### src/sv/ptd_pkg.sv
// Shared types and constants for the periodic task dispatcher.
package ptd_pkg;

	localparam int TIME_W  = 16;
	localparam int TAG_W   = 8;
	localparam int SLOT_W  = 3;
	localparam int OP_W    = 2;
	localparam int ENTRY_W = 2 * TIME_W + TAG_W;

	localparam logic [OP_W-1:0] OP_INIT     = 2'd0;
	localparam logic [OP_W-1:0] OP_ADD      = 2'd1;
	localparam logic [OP_W-1:0] OP_DISPATCH = 2'd2;

	localparam logic [TIME_W-1:0] IDLE_NONE = 16'hFFFF;

	typedef enum logic [1:0] {
		S_IDLE,
		S_SCAN,
		S_EMIT
	} ptd_state_t;

	typedef struct packed {
		logic accept;
		logic step;
		logic emit;
	} ptd_cmd_t;

	typedef struct packed {
		logic used_zero;
		logic last_slot;
	} ptd_sts_t;

endpackage

### src/sv/ptd_ram.sv
// Generic single-write, single-read RAM with registered read data.
module ptd_ram #(
	parameter int WIDTH = 40,
	parameter int DEPTH = 8
) (
	input  logic                                   clk,
	input  logic                                   we,
	input  logic [((DEPTH > 1) ? $clog2(DEPTH) : 1)-1:0] waddr,
	input  logic [WIDTH-1:0]                       wdata,
	input  logic [((DEPTH > 1) ? $clog2(DEPTH) : 1)-1:0] raddr,
	output logic [WIDTH-1:0]                       rdata
);
	logic [WIDTH-1:0] mem_q [DEPTH];

	always_ff @(posedge clk) begin
		if (we) begin
			mem_q[waddr] <= wdata;
		end
		rdata <= mem_q[raddr];
	end

endmodule

### src/sv/ptd_ctrl.sv
// Controller state machine that sequences operations and the table scan.
module ptd_ctrl (
	input  logic                   clk,
	input  logic                   arst_n,
	input  logic                   in_valid,
	output logic                   in_stall,
	input  logic [ptd_pkg::OP_W-1:0] operation,
	output logic                   out_valid,
	input  logic                   out_stall,
	output ptd_pkg::ptd_cmd_t      cmd,
	input  ptd_pkg::ptd_sts_t      sts
);
	import ptd_pkg::*;

	ptd_state_t state_q, state_d;
	logic       out_valid_q, out_valid_d;
	logic       out_free;
	logic       is_dispatch;

	assign out_free    = !out_valid_q || !out_stall;
	assign is_dispatch = (operation == OP_DISPATCH);
	assign out_valid   = out_valid_q;

	always_ff @(posedge clk or negedge arst_n) begin
		if (!arst_n) begin
			state_q     <= S_IDLE;
			out_valid_q <= 1'b0;
		end else begin
			state_q     <= state_d;
			out_valid_q <= out_valid_d;
		end
	end

	always_comb begin
		state_d    = state_q;
		cmd        = '0;
		in_stall   = 1'b1;
		case (state_q)
			S_IDLE: begin
				in_stall   = !out_free;
				cmd.accept = in_valid && out_free;
				if (cmd.accept && is_dispatch) begin
					state_d = sts.used_zero ? S_EMIT : S_SCAN;
				end
			end
			S_SCAN: begin
				cmd.step = 1'b1;
				if (sts.last_slot) begin
					state_d = S_EMIT;
				end
			end
			S_EMIT: begin
				if (out_free) begin
					cmd.emit = 1'b1;
					state_d  = S_IDLE;
				end
			end
			default: begin
				state_d = S_IDLE;
			end
		endcase
		if ((cmd.accept && !is_dispatch) || cmd.emit) begin
			out_valid_d = 1'b1;
		end else if (!out_stall) begin
			out_valid_d = 1'b0;
		end else begin
			out_valid_d = out_valid_q;
		end
	end

endmodule

### src/sv/ptd_datapath.sv
// Datapath holding the task table, the time base, the scan accumulators and result registers.
module ptd_datapath #(
	parameter int MAX_TASKS = 8
) (
	input  logic                       clk,
	input  logic                       arst_n,
	input  ptd_pkg::ptd_cmd_t          cmd,
	output ptd_pkg::ptd_sts_t          sts,
	input  logic [ptd_pkg::OP_W-1:0]   operation,
	input  logic [ptd_pkg::TIME_W-1:0] current_time,
	input  logic [ptd_pkg::TIME_W-1:0] start_delay,
	input  logic [ptd_pkg::TIME_W-1:0] task_period,
	input  logic [ptd_pkg::TAG_W-1:0]  task_tag,
	output logic                       ready_res,
	output logic [ptd_pkg::SLOT_W-1:0] ready_slot,
	output logic [ptd_pkg::TAG_W-1:0]  ready_tag,
	output logic [ptd_pkg::TIME_W-1:0] idle_ticks,
	output logic                       conflict,
	output logic                       table_full
);
	import ptd_pkg::*;

	localparam int IW = (MAX_TASKS > 1) ? $clog2(MAX_TASKS) : 1;
	localparam int CW = $clog2(MAX_TASKS + 1);

	logic [CW-1:0]      used_q;
	logic [TIME_W-1:0]  last_time_q;
	logic [TIME_W-1:0]  elapsed_q;
	logic [IW-1:0]      idx_q;
	logic               picked_q;
	logic               conf_q;
	logic [IW-1:0]      slot_q;
	logic [TAG_W-1:0]   tag_q;
	logic [TIME_W-1:0]  least_q;

	logic               full;
	logic               we;
	logic [IW-1:0]      waddr;
	logic [ENTRY_W-1:0] wdata;
	logic [IW-1:0]      raddr;
	logic [ENTRY_W-1:0] rdata;

	logic [TIME_W-1:0]  cd_rd;
	logic [TIME_W-1:0]  per_rd;
	logic [TAG_W-1:0]   tag_rd;
	logic [TIME_W-1:0]  cd_dec;
	logic [TIME_W-1:0]  cd_wr;
	logic               due;
	logic               take;
	logic [IW+SLOT_W-1:0] slot_ext;

	assign full   = (used_q == CW'(MAX_TASKS));
	assign cd_rd  = rdata[ENTRY_W-1 -: TIME_W];
	assign per_rd = rdata[TAG_W +: TIME_W];
	assign tag_rd = rdata[TAG_W-1:0];
	assign cd_dec = cd_rd - elapsed_q;
	assign due    = (cd_dec == '0) || cd_dec[TIME_W-1];
	assign take   = due && !picked_q;
	assign cd_wr  = take ? (cd_dec + per_rd) : cd_dec;

	assign sts.used_zero = (used_q == '0);
	assign sts.last_slot = (CW'(idx_q) == (used_q - CW'(1)));

	always_comb begin
		we    = 1'b0;
		waddr = idx_q;
		wdata = {cd_wr, per_rd, tag_rd};
		raddr = '0;
		if (cmd.accept && (operation == OP_ADD) && !full) begin
			we    = 1'b1;
			waddr = used_q[IW-1:0];
			wdata = {start_delay, task_period, task_tag};
		end else if (cmd.step) begin
			we    = 1'b1;
			raddr = (idx_q == IW'(MAX_TASKS - 1)) ? '0 : idx_q + IW'(1);
		end
	end

	ptd_ram #(
		.WIDTH(ENTRY_W),
		.DEPTH(MAX_TASKS)
	) u_table (
		.clk  (clk),
		.we   (we),
		.waddr(waddr),
		.wdata(wdata),
		.raddr(raddr),
		.rdata(rdata)
	);

	always_ff @(posedge clk or negedge arst_n) begin
		if (!arst_n) begin
			used_q      <= '0;
			last_time_q <= '0;
		end else if (cmd.accept) begin
			if (operation == OP_INIT || operation == OP_DISPATCH) begin
				last_time_q <= current_time;
			end
			if (operation == OP_ADD && !full) begin
				used_q <= used_q + CW'(1);
			end
		end
	end

	assign slot_ext = (IW + SLOT_W)'(slot_q);

	always_ff @(posedge clk) begin
		if (cmd.accept && operation == OP_DISPATCH) begin
			elapsed_q <= current_time - last_time_q;
			idx_q     <= '0;
			picked_q  <= 1'b0;
			conf_q    <= 1'b0;
			slot_q    <= '0;
			tag_q     <= '0;
			least_q   <= IDLE_NONE;
		end else if (cmd.step) begin
			idx_q <= idx_q + IW'(1);
			if (take) begin
				picked_q <= 1'b1;
				slot_q   <= idx_q;
				tag_q    <= tag_rd;
			end
			if (due && picked_q) begin
				conf_q <= 1'b1;
			end
			if (due) begin
				least_q <= '0;
			end else if (cd_dec < least_q) begin
				least_q <= cd_dec;
			end
		end
	end

	always_ff @(posedge clk) begin
		if (cmd.accept && operation != OP_DISPATCH) begin
			ready_res  <= 1'b0;
			ready_slot <= '0;
			ready_tag  <= '0;
			idle_ticks <= '0;
			conflict   <= 1'b0;
			table_full <= (operation == OP_ADD) && full;
		end else if (cmd.emit) begin
			ready_res  <= picked_q;
			ready_slot <= slot_ext[SLOT_W-1:0];
			ready_tag  <= tag_q;
			idle_ticks <= least_q;
			conflict   <= conf_q;
			table_full <= 1'b0;
		end
	end

endmodule

### src/sv/periodic_task_dispatcher_unit.sv
// Top level of the periodic task dispatcher: controller, datapath and checks.
// Init, add and unused codes give their result beat in the cycle after acceptance, one per
// cycle while the output is not stalled. Dispatch steps through every used table slot in the
// scan state, then emits its result beat once the output is free, accepting nothing until then.
// The scan reads one table slot per cycle through the single table read port.
// Asynchronous reset empties the table, zeroes the time base and drops the result valid.
module periodic_task_dispatcher_unit #(
	parameter int MAX_TASKS = 8
) (
	input  logic                       clk,
	input  logic                       arst_n,
	input  logic                       in_valid,
	output logic                       in_stall,
	input  logic [ptd_pkg::OP_W-1:0]   operation,
	input  logic [ptd_pkg::TIME_W-1:0] current_time,
	input  logic [ptd_pkg::TIME_W-1:0] start_delay,
	input  logic [ptd_pkg::TIME_W-1:0] task_period,
	input  logic [ptd_pkg::TAG_W-1:0]  task_tag,
	output logic                       out_valid,
	input  logic                       out_stall,
	output logic                       ready_res,
	output logic [ptd_pkg::SLOT_W-1:0] ready_slot,
	output logic [ptd_pkg::TAG_W-1:0]  ready_tag,
	output logic [ptd_pkg::TIME_W-1:0] idle_ticks,
	output logic                       conflict,
	output logic                       table_full
);
	import ptd_pkg::*;

	ptd_cmd_t cmd;
	ptd_sts_t sts;

	ptd_ctrl u_ctrl (
		.clk      (clk),
		.arst_n   (arst_n),
		.in_valid (in_valid),
		.in_stall (in_stall),
		.operation(operation),
		.out_valid(out_valid),
		.out_stall(out_stall),
		.cmd      (cmd),
		.sts      (sts)
	);

	ptd_datapath #(
		.MAX_TASKS(MAX_TASKS)
	) u_datapath (
		.clk         (clk),
		.arst_n      (arst_n),
		.cmd         (cmd),
		.sts         (sts),
		.operation   (operation),
		.current_time(current_time),
		.start_delay (start_delay),
		.task_period (task_period),
		.task_tag    (task_tag),
		.ready_res   (ready_res),
		.ready_slot  (ready_slot),
		.ready_tag   (ready_tag),
		.idle_ticks  (idle_ticks),
		.conflict    (conflict),
		.table_full  (table_full)
	);

`ifndef SYNTHESIS
	a_no_pick_zero: assert property (@(posedge clk) disable iff (!arst_n)
		(out_valid && !ready_res) |-> (ready_slot == '0 && ready_tag == '0))
		else $error("Slot or tag set without a selected task.");

	a_conflict_pick: assert property (@(posedge clk) disable iff (!arst_n)
		(out_valid && conflict) |-> ready_res)
		else $error("Conflict reported without a selected task.");

	a_pick_idle: assert property (@(posedge clk) disable iff (!arst_n)
		(out_valid && ready_res) |-> (idle_ticks == '0))
		else $error("Selected task with nonzero idle time.");

	a_full_alone: assert property (@(posedge clk) disable iff (!arst_n)
		(out_valid && table_full) |-> (!ready_res && !conflict && idle_ticks == '0))
		else $error("Table full mixed with dispatch results.");
`endif

endmodule
### config.mk
export PLATFORM = sky130hd
export DESIGN_NAME = periodic_task_dispatcher_unit
export DESIGN_NICKNAME = d
export VERILOG_FILES = /design/src/sv/ptd_pkg.sv /design/src/sv/ptd_ram.sv /design/src/sv/ptd_ctrl.sv /design/src/sv/ptd_datapath.sv /design/src/sv/periodic_task_dispatcher_unit.sv
export SDC_FILE = /design/constraint.sdc
export NUM_CORES = 1
export LEC_CHECK = 0
export BUFFER_PORTS_ARGS = -buffer_cell sky130_fd_sc_hd__buf_2
export CORE_UTILIZATION = 50
export DETAILED_ROUTE_END_ITERATION = 8
export PLACE_DENSITY = 0.7
export SYNTH_ARGS = -nofsm -noshare
export SYNTH_HDL_FRONTEND = slang
export SYNTH_SLANG_ARGS = --single-unit
### constraint.sdc
create_clock -name clk -period 4 [get_ports clk]
set_input_delay 0.4 -clock clk [delete_from_list [all_inputs] [get_ports clk]]
set_output_delay 0.4 -clock clk [all_outputs]
set_load 0.02 [all_outputs]
* Word-level counts from Yosys, hierarchy flattened
Memory sizes are Yosys's and may differ from the RTL's. A register that Yosys moved wholly into a read port is not among the register bits.
Cells that the tools add are included.
** Word-level totals
- Output and inout port bits :: 32
- Word-level logic and storage cells :: 96
- Bits in read-only memories :: 0
- Memories kept :: 1
- Bits of input ports :: 62
- Register bits after elaboration :: 101
- RAM bits :: 320
- Bits in latches :: 0
** Cells by class
- Reduce and logical (&&, ||, !) cells :: 33
- Shift-type cells :: 0
- $mul :: 0
- Add/sub/neg operators :: 6
- Magnitude comparators :: 1
- Bitwise gates (word level) :: 0
- Eq/ne operators :: 12
- Mux-type cells :: 26
- Div/mod/pow operators :: 0
** Memories
- u_datapath.u_table.mem_q :: words 8, bits a word 40, rd ports 1, clocked after Yosys merged registers in 1, wr ports 1, line ptd_ram.sv:13 : logic [WIDTH-1:0] mem_q [DEPTH];
** Operator list (number)
- two-way mux 16 bit :: 3
- two-way mux 40 bit :: 1
- subtractor 16 bit :: 2
- adder 16 bit :: 1
- logical NOT 16 bit :: 1
- < comparator 16 bit :: 1
- two-way mux 1 bit :: 13
- two-way mux 3 bit :: 4
- logical AND 1 bit :: 11
- AND reduction 2 bit :: 5
- two-way mux 2 bit :: 4
- logical NOT 1 bit :: 6
- != test 2 x 1 -> 1 bit (second input constant) :: 3
- case mux 2 bit (3 select lines) :: 1
- adder 4 x 1 -> 4 bit (second input constant) :: 1
- equality test 2 x 1 -> 1 bit (second input constant) :: 2
- equality test 2 bit (second input constant) :: 2
- equality test 3 x 4 -> 1 bit :: 1
- equality test 4 bit (second input constant) :: 1
- logical NOT 2 bit :: 2
- logical NOT 4 bit :: 1
- logical OR 1 bit :: 4
- != test 2 bit (second input constant) :: 2
- nonzero test 2 bit :: 2
- other kinds (4) :: 4

* Depth between registers and ports, before layout
- Word-level depth :: 9
- Depth in mapped cells :: 18
- Mapped depth without buffers :: 17

* Cells and area by module
A second synthesis with hierarchy kept.
** Second synthesis, totals
- Cells, all modules :: 1354
- Area, all modules :: 20228.2 um^2
** By module, submodules not included
- ptd_ram :: cells an instance 515, sequential area each 10410.0 um^2, instances 1, area an instance 13171.4 um^2
- ptd_datapath :: cells an instance 819, sequential area each 2232.1 um^2, instances 1, area an instance 6861.6 um^2
- ptd_ctrl :: cells an instance 20, sequential area each 75.1 um^2, instances 1, area an instance 195.2 um^2

* Least setup slack after synthesis
No wires, ideal clock.
- Kind :: reg2reg
- Start point :: reg u_datapath.elapsed_q[4]
- End point :: mem u_datapath.u_table.mem_q[0][39] (data pin)
- Required time :: 3.719 ns
- Path buffers :: 0
- Library setup time :: 0.281 ns
- Clock period less this slack :: 3.937 ns
- Stages on the path, launching flop included :: 17
- Arrival :: 3.657 ns
- Slack :: 0.063 ns
- Path through :: edfxtp_1 inv_1 ha_1 a21o_1 or3_1 o211ai_1 a21boi_0 nor2_1 ha_1 or2_2 a21oi_1 a31oi_1 a211o_1 a21oi_1 xnor2_1 a41o_1 o22a_1
** On the way
- Longest elaborated chain between the ends :: 6
- Elaborated cells on any way between the ends :: 7
- Those cells by class :: 2 x add/sub; 2 x mux; 3 x reduce/logical
** Ends and longest elaborated chain
- start: declaration :: line ptd_datapath.sv:28 : logic [TIME_W-1:0] elapsed_q;
- start signal: assignment :: line ptd_datapath.sv:109 : elapsed_q <= current_time - last_time_q;
- subtractor 16 bit * :: line ptd_datapath.sv:56 : assign cd_dec = cd_rd - elapsed_q;
- branches (longest 3 deep; another with adder 16 bit)
- two-way mux 16 bit * :: line ptd_datapath.sv:59 : assign cd_wr = take ? (cd_dec + per_rd) : cd_dec;
- two-way mux 40 bit * :: line ptd_datapath.sv:69 : if (cmd.accept && (operation == OP_ADD) && !full) begin
- via u_datapath.u_table.wdata[39] :: line ptd_ram.sv:9 : input logic [WIDTH-1:0] wdata,
- end: declaration :: line ptd_ram.sv:13
Mark *: on every way through the listed nets, which the timed path passes.

* Worst setup path in the final report
- Start point :: reg u_datapath.elapsed_q[0]
- End point :: mem u_datapath.u_table.mem_q[4][37] (data pin)
Same word-level chain as after synthesis.

==> reports/results.ini <==
[clocking]
cts.htree.levels = 2
numCtsBuffers = 46
clock_sinks = 461
cts_tree = built
clockBufferDepth = 3
clock_latency_ps = 560
root_buffer = clkbuf_16
clkTransAtPathRegs_ps = 70

[synth]
yosys_most_used_dff = edfxtp_1
synth.distinct_cells = 69
seq_area_frac_synth_pct = 62.6
synth_fp_nets = 1840
syn_avg_cell_area_um2 = 11.9
ys_ff_latch = 461
syn_inst = 1711
syn-cell-area_mm2 = 0.0203
yosys_warnings = 0
postSynth.asyncResetShare_pct = 4.99
synth-edff-count = 337

[timing]
fin_tns_setup_ps = -7040
finalCriticalPeriod_ps = 4100
layout_setup_ws_ps = -101
hold_ws_ps = 86.0
fmax_ghz = 0.244
setup-violations-final = 120
rsz0062_at_grt = true
skew_ps = 23.2
timing.slew.headroom_pct = 22.7
finalHoldViolCount = 0
post-route-period-util_pct = 103
worst-slew-pin-transition_ps = 1160
drv_slew = 0

[grt]
grt_max_degree = 82
grt-ovfl-total = 0
grt_pass1_vias = 14100
globalRouteTotalUtil_pct = 25.2
antenna_found_initial = 0
grt_pass1_wl_um = 80400

[placed_design]
numPortBuffers = 93
post-dp-hpwl_um = 32300
post-place-ws_ps = -306
place_congestion = 0.884

[cells_and_area]
n_antenna_cell = 0
final_util_pct = 61.0
area_delta_synth_final_pct = 19.9
drive_above_1_share_pct = 22.5
final.fill_count = 3074
multi_input_comb_area_mm2 = 0.00757
regArea_mm2 = 0.0127
final_nets = 2001

[status]
outcome = complete, but fails checks
violations = setup timing

[floorplanning]
start_util_pct = 50.9
core_mm2 = 0.0399
die-area_mm2 = 0.0414
die_x_um = 203
fp-row-count = 73
ioPinCount = 94
die_h_um = 203

[critical_path]
end_kind = flop
cp.required_ps = 4290
crit_path_top_delay_cell = or4_4
crit_chain = ha_4, inv_2, fa_2, a21o_4, a21oi_4, xnor2_2, or4_1, or4_4, or4_4, o31ai_4, buf_6, buf_6, nand2_2, a311o_2
worst-setup-path-type = reg -> reg
startpoint_type = flop
cp_max_fo = 8
crit_start = u_datapath.elapsed_q[0]
cp.arrival_ps = 4390
critical-path-max-stage-delay_ps = 530
worst-path-buf-inv = 3
critical-path-top-delay-family = simple AND/OR/NAND/NOR gates
regToRegStartpoint = u_datapath.elapsed_q[0]

[pwr]
power.density_mw_per_mm2 = 1040
switching_share_pct = 38.9
leakagePower_nw = 9.24
clock_power_share_pct = 17.4
switchingPower_mw = 9.89
power_frac_seq_pct = 31.7
intPower_mw = 15.5
combPwrFrac_pct = 50.9
vdd_ir_drop_max_uv = 484

[job]
cap_violations = 0

[routing]
vias_per_cell = 5.88
drt-initial-drc-count = 1316
vias = 14300
wl_um = 52200
wl_per_cell_um = 21.5
drt_pass1_iterations = 6
drc = 0
drtAntennaViolNets = 0

[min_path]
hp-start = current_time[8]
min_path_type = in -> reg

timing repair:
action,4_1_cts,5_1_grt
endpoints found under the setup margin,152,155
pin swaps,32,44
buffers inserted,18,13
endpoints found under the hold margin,23,0
resized for setup,36,71
hold buffers,1,0
cloned,1,1
cell usage after synthesis (3+ instances only):
cell       instances  area (µm²)
and3_1            11        68.8
dfrtp_1           23         576
nand2_1          297        1110
mux2_2            14         158
nand3b_1           4        30.0
xnor2_1           27         236
o31ai_1           16         120
fa_1               3        60.1
inv_1             63         236
o21a_1             5        37.5
or3_1              4        25.0
nor2_1            91         342
nor2b_1            5        31.3
a211o_1            4        35.0
o31a_1             3        26.3
a211oi_1           4        30.0
xor2_1            10        87.6
o21ai_0          100         500
o311ai_1           3        26.3
buf_1             14        52.6
a21oi_1          122         611
o2111ai_1          6        52.6
clkbuf_1          82         308
and2_1             6        37.5
a21boi_0           5        37.5
a31oi_1           12        75.1
a221o_1           17         170
ha_1              64         801
nand4_1           21         131
mux4_2            40         901
dfxtp_1          101        2020
nand2b_1          12        75.1
edfxtp_1         337       10100
nor3_1           101         505
nand3_1           14        70.1
o211ai_1          14         105
a21o_1            12        90.1
layout by cell type (no fill, tap or decap), drive strengths merged, types with 11 or more instances in the layout:
| master | count |
|---|---|
| a21o | 12 |
| a21oi | 122 |
| a221o | 17 |
| a31oi | 12 |
| and3 | 11 |
| buf | 207 |
| clkbuf | 72 |
| dfrtp | 23 |
| dfxtp | 101 |
| edfxtp | 337 |
| ha | 64 |
| inv | 65 |
| mux2 | 14 |
| mux4 | 40 |
| nand2 | 297 |
| nand2b | 12 |
| nand3 | 14 |
| nand4 | 21 |
| nor2 | 92 |
| nor3 | 101 |
| o211ai | 14 |
| o21ai | 102 |
| o31ai | 17 |
| xnor2 | 27 |
path summary, 6_finish.rpt:
path                                                    to  slack [ps]  cells past startpoint
max                        u_datapath.u_table.mem_q[4][37]        -100                     14
min in group asynchronous                 u_ctrl.out_valid         360                      2
max reg2reg                u_datapath.u_table.mem_q[4][37]        -100                     14
min                              u_datapath.last_time_q[8]          90                      2
max in group asynchronous             u_datapath.used_q[3]        3260                      2
min reg2reg                      u_datapath.idle_ticks[13]         450                      2
power by group through the flow:
stage / clock network, mW / logic (mW) / registers [mW]
final: 4.42 / 12.9 / 8.07
after global placement: 0 / 10.5 / 8.08
after global routing: 4.69 / 14.1 / 8.16
after detailed placement: 0 / 10.8 / 8.13
after floorplan: 0 / 7.07 / 8.00
after CTS: 4.48 / 11.6 / 8.04
state kept, by name (all words and copies together), names as in the netlist, 2 cells and up:
name,cells
u_datapath.idle_ticks,16
u_datapath.ready_tag,8
u_datapath.least_q,16
u_datapath.last_time_q,16
u_datapath.elapsed_q,16
u_datapath.tag_q,8
u_datapath.used_q,4
u_datapath.u_table.rdata,40
u_datapath.u_table.mem_q,320
u_datapath.ready_slot,3
u_ctrl.state_q,2
u_datapath.slot_q,3
u_datapath.idx_q,3
metrics by stage:
step                      power (mW)  area (µm²)  cells
after floorplan                 15.1       20300   1711
after global placement          18.6       21900   2317
after detailed placement        18.9       21900   2317
after CTS                       24.1       23800   2421
after global routing            26.9       24300   2434
final                           25.4       24300   2434
metal layers:
layer	share of wire [%]	track usage, %	vias to the layer above
met5	0	0	-
met4	2.8	6.61	0
met3	7.0	3.55	94
met2	47	40.9	550
met1	43	35.8	7061
li1	-	-	6615
area by class of cell:
cell class / count / share of cell area [%]
sequential: 461 / 52.2
multi-input combinational: 1088 / 31.1
timing repair buffer: 210 / 6.53
clock buffer: 70 / 5.45
tap: 525 / 2.70
inverter: 65 / 1.00
clock inverter: 15 / 0.976
logic make-up (layout without fill, tap and decap cells):
logic type      Yosys count  count (layout)  synth area share (%)
compound gates          348             348                  10.7
xor+xnor                 37              37                  1.60
fa+ha+maj                67              67                  4.24
buf+inv                 162             360                  3.01
flops                   461             461                  62.6
mux                      54              54                  5.21
simple gates            582             582                  12.6
No activity file was read; power rests on OpenSTA's default activity.
